File: src/sv/rdsp_pkg.sv
`default_nettype none

package rdsp_pkg;

    // Width of the value field on the result port.
    localparam int unsigned VALUE_W = 64;

    // Character codes the parser recognizes.
    localparam logic [7:0] CHAR_ZERO    = 8'h30;
    localparam logic [7:0] CHAR_NINE    = 8'h39;
    localparam logic [7:0] CHAR_UPPER_A = 8'h41;
    localparam logic [7:0] CHAR_UPPER_Z = 8'h5A;
    localparam logic [7:0] CHAR_LOWER_A = 8'h61;
    localparam logic [7:0] CHAR_LOWER_Z = 8'h7A;
    localparam logic [7:0] CHAR_POINT   = 8'h2E;

    // Base limits and letter value offsets.
    localparam logic [5:0] RADIX_MIN       = 6'd2;
    localparam logic [5:0] RADIX_CASELESS  = 6'd36;
    localparam logic [5:0] RADIX_MAX       = 6'd62;
    localparam logic [5:0] LETTER_BASE_LO  = 6'd10;
    localparam logic [5:0] LETTER_BASE_HI  = 6'd36;

    // Configuration register indexes.
    localparam logic [7:0] CFG_RADIX       = 8'd0;
    localparam logic [7:0] CFG_LOWER_FIRST = 8'd1;
    localparam logic [7:0] CFG_MIN_DIGITS  = 8'd2;
    localparam logic [7:0] CFG_MAX_DIGITS  = 8'd3;

    // Result status codes.
    typedef enum logic [1:0] {
        STATUS_OK        = 2'd0,
        STATUS_TOO_FEW   = 2'd1,
        STATUS_BAD_RADIX = 2'd2
    } rdsp_status_t;

    // Configuration seen by the parsing core.
    typedef struct packed {
        logic [5:0] radix;
        logic       lower_first;
        logic [7:0] min_digits;
        logic [7:0] max_digits;
    } rdsp_cfg_t;

    // Classified character.
    typedef struct packed {
        logic       is_alnum;
        logic [5:0] digit;
    } rdsp_digit_t;

    // One result item.
    typedef struct packed {
        logic [VALUE_W-1:0] value;
        logic [7:0]         digit_count;
        logic               has_point;
        logic [7:0]         fraction_digits;
        logic [7:0]         stop_char;
        logic               ended_by_stream;
        rdsp_status_t       status;
    } rdsp_result_t;

endpackage

`default_nettype wire

File: src/sv/radix_digit_string_parser.sv
`default_nettype none

// Radix digit string parser. Characters arrive one item per cycle on the
// slave stream (tdata bits 7:0, tlast flags end of stream) and build a number
// in the base set by configuration register 0, with letter order set by
// register 1 and digit count bounds by registers 2 and 3. Each accepted item
// waits in an input register, where the multiply-add by the base and
// the digit decode run; a finished number is then held in the output register
// until the master side takes it. The block sustains one item per cycle unless
// a finished result waits untaken, and a result passes from the input register
// into the output register, which drives the master side; the clock period is
// set by the accumulator multiply-add. The input stalls only while a finished
// result waits in the output register and the master side does not take it.
// Configuration must be written only while no item is in flight.
module radix_digit_string_parser
#(
    parameter int unsigned VALUE_BITS  = 64,
    parameter int unsigned DIGIT_LIMIT = 255
)
(
    input  wire logic        clk,
    input  wire logic        rst_n,
    // Configuration write port.
    input  wire logic        cfg_we,
    input  wire logic [7:0]  cfg_index,
    input  wire logic [7:0]  cfg_wdata,
    // Character input.
    input  wire logic        s_tvalid,
    output logic             s_tready,
    input  wire logic [7:0]  s_tdata,   // char_code[7:0]
    input  wire logic        s_tlast,   // end_of_stream
    // Result output.
    output logic             m_tvalid,
    input  wire logic        m_tready,
    output logic [95:0]      m_tdata,   // value[63:0], digit_count[71:64],
                                        // has_point[72], fraction_digits[80:73],
                                        // stop_char[88:81], zero pad[95:89]
    output logic             m_tlast,   // ended_by_stream
    output logic [1:0]       m_tuser    // status
);
    import rdsp_pkg::*;

    rdsp_cfg_t     cfg_reg;
    logic          in_valid_reg;
    logic [7:0]    in_char_reg;
    logic          in_eos_reg;
    logic          out_valid_reg;
    rdsp_result_t  out_data_reg;

    logic          emit;
    logic          out_free;
    logic          advance;
    rdsp_result_t  result;

    rdsp_number_core
    #(
        .VALUE_BITS  (VALUE_BITS),
        .DIGIT_LIMIT (DIGIT_LIMIT)
    )
    u_core
    (
        .clk           (clk),
        .rst_n         (rst_n),
        .item_valid    (in_valid_reg),
        .advance       (advance),
        .char_code     (in_char_reg),
        .end_of_stream (in_eos_reg),
        .cfg           (cfg_reg),
        .emit          (emit),
        .result        (result)
    );

    // Pipeline flow: the held item moves on unless its result has nowhere to go.
    always_comb
    begin
        out_free = !out_valid_reg || m_tready;
        advance  = in_valid_reg && (!emit || out_free);
        s_tready = !in_valid_reg || advance;
    end

    // Configuration registers.
    always_ff @(posedge clk or negedge rst_n)
    begin
        if (!rst_n)
        begin
            cfg_reg.radix       <= 6'd10;
            cfg_reg.lower_first <= 1'b1;
            cfg_reg.min_digits  <= '0;
            cfg_reg.max_digits  <= '0;
        end
        else if (cfg_we)
        begin
            case (cfg_index)
                CFG_RADIX:       cfg_reg.radix       <= cfg_wdata[5:0];
                CFG_LOWER_FIRST: cfg_reg.lower_first <= cfg_wdata[0];
                CFG_MIN_DIGITS:  cfg_reg.min_digits  <= cfg_wdata;
                CFG_MAX_DIGITS:  cfg_reg.max_digits  <= cfg_wdata;
                default:         cfg_reg             <= cfg_reg;
            endcase
        end
    end

    // Valid flags of the input and output registers.
    always_ff @(posedge clk or negedge rst_n)
    begin
        if (!rst_n)
        begin
            in_valid_reg  <= 1'b0;
            out_valid_reg <= 1'b0;
        end
        else
        begin
            if (s_tready)
            begin
                in_valid_reg <= s_tvalid;
            end
            if (advance && emit)
            begin
                out_valid_reg <= 1'b1;
            end
            else if (m_tready)
            begin
                out_valid_reg <= 1'b0;
            end
        end
    end

    // Payload of the input and output registers.
    always_ff @(posedge clk)
    begin
        if (s_tready && s_tvalid)
        begin
            in_char_reg <= s_tdata;
            in_eos_reg  <= s_tlast;
        end
        if (advance && emit)
        begin
            out_data_reg <= result;
        end
    end

    // Result port packing.
    always_comb
    begin
        m_tvalid = out_valid_reg;
        m_tdata  = {7'd0,
                    out_data_reg.stop_char,
                    out_data_reg.fraction_digits,
                    out_data_reg.has_point,
                    out_data_reg.digit_count,
                    out_data_reg.value};
        m_tlast  = out_data_reg.ended_by_stream;
        m_tuser  = out_data_reg.status;
    end

endmodule

`default_nettype wire

File: src/sv/rdsp_digit_decode.sv
`default_nettype none

module rdsp_digit_decode
(
    input  wire logic [7:0]          char_code,
    input  wire logic [5:0]          radix,
    input  wire logic                lower_first,
    output rdsp_pkg::rdsp_digit_t    digit
);
    import rdsp_pkg::*;

    logic [5:0] up_base;
    logic [5:0] low_base;

    // Letter offsets depend on whether case matters in this base.
    always_comb
    begin
        if (radix <= RADIX_CASELESS)
        begin
            up_base  = LETTER_BASE_LO;
            low_base = LETTER_BASE_LO;
        end
        else if (lower_first)
        begin
            up_base  = LETTER_BASE_HI;
            low_base = LETTER_BASE_LO;
        end
        else
        begin
            up_base  = LETTER_BASE_LO;
            low_base = LETTER_BASE_HI;
        end
    end

    // Map the character to its digit value.
    always_comb
    begin
        digit.is_alnum = 1'b1;
        digit.digit    = '0;
        if (char_code >= CHAR_ZERO && char_code <= CHAR_NINE)
        begin
            digit.digit = 6'(char_code - CHAR_ZERO);
        end
        else if (char_code >= CHAR_UPPER_A && char_code <= CHAR_UPPER_Z)
        begin
            digit.digit = 6'(char_code - CHAR_UPPER_A) + up_base;
        end
        else if (char_code >= CHAR_LOWER_A && char_code <= CHAR_LOWER_Z)
        begin
            digit.digit = 6'(char_code - CHAR_LOWER_A) + low_base;
        end
        else
        begin
            digit.is_alnum = 1'b0;
        end
    end

endmodule

`default_nettype wire

File: src/sv/rdsp_number_core.sv
`default_nettype none

module rdsp_number_core
#(
    parameter int unsigned VALUE_BITS  = 64,
    parameter int unsigned DIGIT_LIMIT = 255
)
(
    input  wire logic                 clk,
    input  wire logic                 rst_n,
    input  wire logic                 item_valid,
    input  wire logic                 advance,
    input  wire logic [7:0]           char_code,
    input  wire logic                 end_of_stream,
    input  wire rdsp_pkg::rdsp_cfg_t  cfg,
    output logic                      emit,
    output rdsp_pkg::rdsp_result_t    result
);
    import rdsp_pkg::*;

    localparam int unsigned CNT_W = $clog2(DIGIT_LIMIT + 1);
    localparam int unsigned CMP_W = (CNT_W > 8) ? CNT_W : 8;
    localparam int unsigned PROD_W = VALUE_BITS + 6;

    logic [VALUE_BITS-1:0] acc_reg, acc_next;
    logic [CNT_W-1:0]      digits_reg, digits_next;
    logic [CNT_W-1:0]      frac_reg, frac_next;
    logic                  in_frac_reg, in_frac_next;

    rdsp_digit_t           digit;
    logic                  bad_radix;
    logic [CMP_W-1:0]      limit;
    logic [CMP_W-1:0]      digits_wide;
    logic [CMP_W-1:0]      frac_wide;
    logic                  digit_ok;
    logic [PROD_W-1:0]     product;

    rdsp_digit_decode u_decode
    (
        .char_code   (char_code),
        .radix       (cfg.radix),
        .lower_first (cfg.lower_first),
        .digit       (digit)
    );

    // Base check and effective digit limit.
    always_comb
    begin
        bad_radix = (cfg.radix < RADIX_MIN) || (cfg.radix > RADIX_MAX);
        if (cfg.max_digits == '0 || CMP_W'(cfg.max_digits) > CMP_W'(DIGIT_LIMIT))
        begin
            limit = CMP_W'(DIGIT_LIMIT);
        end
        else
        begin
            limit = CMP_W'(cfg.max_digits);
        end
        digits_wide = CMP_W'(digits_reg);
        frac_wide   = CMP_W'(frac_reg);
        digit_ok    = digit.is_alnum && (digit.digit < cfg.radix);
        product     = PROD_W'(acc_reg) * PROD_W'(cfg.radix);
    end

    // Decide what this item does and form the next state.
    always_comb
    begin
        emit         = 1'b0;
        acc_next     = acc_reg;
        digits_next  = digits_reg;
        frac_next    = frac_reg;
        in_frac_next = in_frac_reg;
        if (item_valid)
        begin
            if (end_of_stream || bad_radix)
            begin
                emit = 1'b1;
            end
            else if (digit_ok)
            begin
                if (digits_wide >= limit)
                begin
                    emit = 1'b1;
                end
                else
                begin
                    acc_next    = product[VALUE_BITS-1:0] + VALUE_BITS'(digit.digit);
                    digits_next = digits_reg + CNT_W'(1);
                    if (in_frac_reg)
                    begin
                        frac_next = frac_reg + CNT_W'(1);
                    end
                end
            end
            else if (char_code == CHAR_POINT && !in_frac_reg)
            begin
                in_frac_next = 1'b1;
            end
            else
            begin
                emit = 1'b1;
            end
        end
        if (emit)
        begin
            acc_next     = '0;
            digits_next  = '0;
            frac_next    = '0;
            in_frac_next = 1'b0;
        end
    end

    // Result fields, built from the state before this item.
    always_comb
    begin
        result.stop_char       = end_of_stream ? 8'h00 : char_code;
        result.ended_by_stream = end_of_stream;
        if (bad_radix)
        begin
            result.value           = '0;
            result.digit_count     = '0;
            result.has_point       = 1'b0;
            result.fraction_digits = '0;
            result.status          = STATUS_BAD_RADIX;
        end
        else
        begin
            result.value           = VALUE_W'(acc_reg);
            result.digit_count     = (digits_wide > CMP_W'(255)) ? 8'hFF : digits_wide[7:0];
            result.has_point       = in_frac_reg;
            result.fraction_digits = (frac_wide > CMP_W'(255)) ? 8'hFF : frac_wide[7:0];
            result.status          = (digits_wide < CMP_W'(cfg.min_digits)) ?
                                     STATUS_TOO_FEW : STATUS_OK;
        end
    end

    // Number state.
    always_ff @(posedge clk or negedge rst_n)
    begin
        if (!rst_n)
        begin
            acc_reg     <= '0;
            digits_reg  <= '0;
            frac_reg    <= '0;
            in_frac_reg <= 1'b0;
        end
        else if (advance)
        begin
            acc_reg     <= acc_next;
            digits_reg  <= digits_next;
            frac_reg    <= frac_next;
            in_frac_reg <= in_frac_next;
        end
    end

endmodule

`default_nettype wire

File: config.mk
export PLATFORM = sky130hd
export DESIGN_NAME = radix_digit_string_parser
export DESIGN_NICKNAME = d
export VERILOG_FILES = /design/src/sv/rdsp_pkg.sv /design/src/sv/radix_digit_string_parser.sv /design/src/sv/rdsp_digit_decode.sv /design/src/sv/rdsp_number_core.sv
export SDC_FILE = /design/constraint.sdc
export NUM_CORES = 1
export LEC_CHECK = 0
export BUFFER_PORTS_ARGS = -buffer_cell sky130_fd_sc_hd__buf_4
export CAP_MARGIN = 20
export CORE_ASPECT_RATIO = 0.8
export CORE_UTILIZATION = 31
export CTS_CLUSTER_DIAMETER = 120
export DETAILED_ROUTE_END_ITERATION = 10
export GPL_TIMING_DRIVEN = 0
export PLACE_DENSITY_LB_ADDON = 0.2
export RECOVER_POWER = 100
export SYNTH_ARGS = -nofsm -noshare
export SYNTH_HDL_FRONTEND = slang
export SYNTH_HIERARCHICAL = 1
export SYNTH_SLANG_ARGS = --single-unit
File: constraint.sdc
create_clock -name clk -period 11.13 [get_ports clk]
set_input_delay 3.339 -clock clk [delete_from_list [all_inputs] [get_ports clk]]
set_output_delay 3.339 -clock clk [all_outputs]
set_load 0.01 [all_outputs]
==> impl_metrics.py <==
metrics = {
    "setup_path": {
        "required_ps": 7790,
        "reg2reg_from": "cfg_reg[18]$_DFFE_PN1P_",
        "path_class": "register to primary output",
        "start_kind": "register",
        "crit_end": "s_tready",
        "rrSetupSlack_ps": 2540,
        "r2r_end": "m_tdata[39]$_DFFE_PP_",
        "cp.arrival_ps": 6560,
        "cp-startpoint": "cfg_reg[18]$_DFFE_PN1P_",
        "critPathCaptureType": "primary output",
        "crit_fanout": 8,
        "r2r_cells": 22,
    },
    "global_routing": {
        "grt_pass1_vias": 16852,
        "grt_max_degree": 63,
        "antenna_found_initial": 4,
        "overflow": 0,
        "grt_pass1_wl_um": 103000,
        "track_usage_pct": 19.1,
    },
    "die": {
        "start_util_pct": 31.5,
        "rows": 85,
        "ios": 131,
        "fp.dieW_um": 295,
        "core-area_um2": 67500,
        "fp.dieH_um": 236,
        "die_area_um2": 69700,
    },
    "yosys": {
        "async_flop_share_pct": 51.2,
        "yosys.area.top_type": "fa_1",
        "ys_top_cells_by_area": "fa_1 (23%), edfxtp_1 (14%), and2_1 (12%), dfrtp_1 (12%), ha_1 (9.6%)",
        "synth-simple-area-share_pct": 21.7,
        "synth_xor_area_share_pct": 3.09,
        "synthAdderAreaFrac_pct": 32.4,
        "ys_ff_latch": 207,
        "synth-seq-area-share_pct": 26.7,
        "synth_top_family_by_area": "adder cells",
        "synth_edf_count": 101,
        "synth_cell_type_count": 96,
        "muxShareOfSynthArea_pct": 1.27,
        "netlist.area_leader.share_pct": 22.8,
        "synth_compound_area_share_pct": 10.8,
        "netlist_instances": 2097,
        "synth.cell_area_um2": 21300,
        "synth-main-ff-cell": "dfrtp_1",
        "synth_area_per_cell_um2": 10.1,
        "ys_warn_count": 6,
    },
    "sta": {
        "rsz0062_at_grt": "false",
        "max_freq_ghz": 0.101,
        "skew_ps": 16.7,
        "relSlewSlack_pct": -137,
        "tightest_slew_ps": 3560,
        "slew_viol_final": 206,
        "layout_min_cycle_time_ps": 9900,
        "final-hold-violation-count": 0,
        "fin_ws_ps": 1230,
        "setup_violations": 0,
        "fin_setup_tns_ps": 0,
        "period_share_pct": 88.9,
    },
    "cts": {
        "numCtsBuffers": 28,
        "post_cts_buffers": 0,
        "cts_buffer_depth": 3,
        "cts-root-buf": "clkbuf_16",
        "cts_resized": 0,
        "htreeDepth": 1,
        "clk_pin_slew_ps": 60,
        "cts_hold_buf": 0,
        "cts_sinks": 207,
        "insertion_delay_ps": 600,
        "cts_tree": "yes",
    },
    "detailed_routing": {
        "highest_layer": "met4",
        "drt-pass1-iter-count": 5,
        "via_per_inst": 5.04,
        "num_vias": 16121,
        "wl_met3_um": 3220,
        "wl_met1_um": 31800,
        "wl_um": 65100,
        "drtIter0Drc": 972,
        "antenna_left": 0,
        "wl_per_cell_um": 20.4,
        "wl_met2_um": 28300,
        "drc": 0,
    },
    "pwr": {
        "power_leakage_nw": 11.2,
        "peakVddDrop_mv": 0.117,
        "power.density_nw_per_um2": 84.4,
    },
    "job": {
        "maxCapViolations": 5,
    },
    "status": {
        "outcome": "complete, but fails checks",
        "violations": "capacitance limit, slew limit",
    },
    "placement": {
        "dpl-instance-area_um2": 23400,
        "routabilityCongestion": 0.880,
        "dp_hpwl_um": 51500,
        "port_buffers": 123,
        "dp_slack_ps": 2570,
    },
    "cells_and_area": {
        "layout-drive-gt1-share_pct": 7.01,
        "fin_nets": 2695,
        "fin_area_um2": 23900,
        "area_growth_pct": 12.5,
        "largest_reg_flops": 89,
    },
    "min_path": {
        "min_path_type": "register to register",
    },
}
cell families after synthesis:
| logic type | after synthesis |
|---|---|
| compound gates | 358 |
| flops | 207 |
| simple gates | 820 |
| buf+inv | 206 |
| fa+ha+maj | 406 |
| mux | 24 |
| other cells | 1 |
| xor+xnor | 75 |
cell usage after synthesis (3+ instances only):
| master | number |
|---|---|
| o21a_1 | 5 |
| a21boi_0 | 4 |
| a31oi_1 | 14 |
| fa_1 | 242 |
| ha_1 | 164 |
| a221oi_1 | 4 |
| and2_1 | 419 |
| dfstp_2 | 3 |
| inv_1 | 95 |
| nand2_1 | 173 |
| xnor2_1 | 39 |
| dfrtp_1 | 103 |
| and3_1 | 12 |
| a32o_1 | 3 |
| buf_2 | 21 |
| nor2b_1 | 15 |
| nor3_1 | 16 |
| mux2_2 | 24 |
| o21ai_1 | 23 |
| buf_1 | 6 |
| o31ai_1 | 3 |
| nor2_1 | 62 |
| or2_2 | 4 |
| buf_4 | 12 |
| nand3_1 | 34 |
| nor4_1 | 4 |
| nand4_1 | 21 |
| o211ai_1 | 11 |
| o2111ai_1 | 8 |
| o21ai_0 | 86 |
| or4_1 | 5 |
| o221ai_1 | 5 |
| a22o_1 | 7 |
| a211oi_1 | 8 |
| clkbuf_1 | 68 |
| nand2b_1 | 21 |
| o21bai_1 | 11 |
| or3_1 | 5 |
| edfxtp_1 | 101 |
| xor2_1 | 36 |
| a21o_1 | 41 |
| a21oi_1 | 92 |
| nor3_2 | 3 |
worst min path at each step:
stage | start | endpoint | slack (ps) | depth (start not counted)
2_1_floorplan | u_core/acc_reg[63]$_DFFE_PN0P_ | u_core/acc_reg[63]$_DFFE_PN0P_ | 470 | 2
3_3_place_gp | cfg_reg[8]$_DFFE_PN0P_ | cfg_reg[8]$_DFFE_PN0P_ | 490 | 1
3_5_place_dp | cfg_reg[9]$_DFFE_PN0P_ | cfg_reg[9]$_DFFE_PN0P_ | 490 | 1
4_1_cts | cfg_reg[9]$_DFFE_PN0P_ | cfg_reg[9]$_DFFE_PN0P_ | 510 | 1
5_1_grt | cfg_reg[12]$_DFFE_PN0P_ | cfg_reg[12]$_DFFE_PN0P_ | 530 | 1
6_report | cfg_reg[11]$_DFFE_PN0P_ | cfg_reg[11]$_DFFE_PN0P_ | 510 | 1
layer usage:
metal | GRT usage, % | up-vias
li1 | - | 7414
met1 | 29.0 | 8212
met2 | 28.7 | 417
met3 | 2.08 | 78
met4 | 5.03 | 0
met5 | 0 | -
final cells by class:
class / instances / area (um^2)
Timing Repair Buffer: 126 / 567
Clock inverter: 22 / 272
Multi-Input combinational cell: 1690 / 14700
Inverter: 97 / 364
Fill cell: 6898 / 43600
Antenna cell: 2 / 5.00
Buffer: 109 / 482
Clock buffer: 30 / 708
Sequential cell: 207 / 5690
Tap cell: 913 / 1140
worst max-delay path, cell delays in order (launching register included):
cell and delay, ps:
dfstp_1 580, o21ai_1 80, a21boi_0 390, nor2b_1 190, clkbuf_1 320, inv_1 80, ha_1 320, fa_1 450
nand2b_1 190, a21oi_1 160, xnor2_1 150, xnor2_1 80, o221ai_1 300, ha_1 320, and3_1 150, a21oi_1 110
o21ai_1 150, nor4_1 800, nand2_1 430, and3_1 370, nand3_1 160, clkbuf_1 170
layout by cell type (no fill, tap or decap), types with 7 or more instances in the layout:
| cell type | count |
|---|---|
| and3_1 | 12 |
| o211ai_1 | 11 |
| a21oi_1 | 92 |
| ha_1 | 164 |
| xor2_1 | 36 |
| a22o_1 | 7 |
| buf_2 | 19 |
| nand2_1 | 173 |
| a31oi_1 | 14 |
| and2_0 | 55 |
| clkbuf_16 | 28 |
| buf_4 | 27 |
| nor2b_1 | 15 |
| xnor2_1 | 39 |
| o21bai_1 | 11 |
| nor2_1 | 62 |
| nand3_1 | 34 |
| o2111ai_1 | 8 |
| a21o_1 | 41 |
| a211oi_1 | 8 |
| mux2_2 | 24 |
| edfxtp_1 | 101 |
| clkbuf_4 | 9 |
| nand2b_1 | 21 |
| o21ai_1 | 16 |
| conb_1 | 7 |
| clkbuf_1 | 180 |
| o21ai_0 | 93 |
| nor3_1 | 16 |
| fa_1 | 242 |
| dfrtp_1 | 103 |
| nand4_1 | 22 |
| and2_1 | 364 |
| inv_1 | 95 |
where the power goes:
group          switching, W  internal, W  leakage (nW)
Clock              0.000387     0.000579         0.466
Combinational      0.000147    0.0000583          8.35
Sequential        0.0000135     0.000834          2.40
metrics by stage:
stage / util [%] / instances / total power [W] / hold slack (ps)
4_1_cts: 36.2 / 3194 / 0.00207 / 507
3_5_place_dp: 34.7 / 3142 / 0.00109 / 494
2_1_floorplan: - / 2103 / 0.000976 / 469
6_report: 35.4 / 3196 / 0.00202 / 507
5_1_grt: 35.4 / 3194 / 0.00210 / 526
3_3_place_gp: 34.6 / 3139 / 0.00109 / 491
Note: power is estimated with default switching activity, not from simulation.
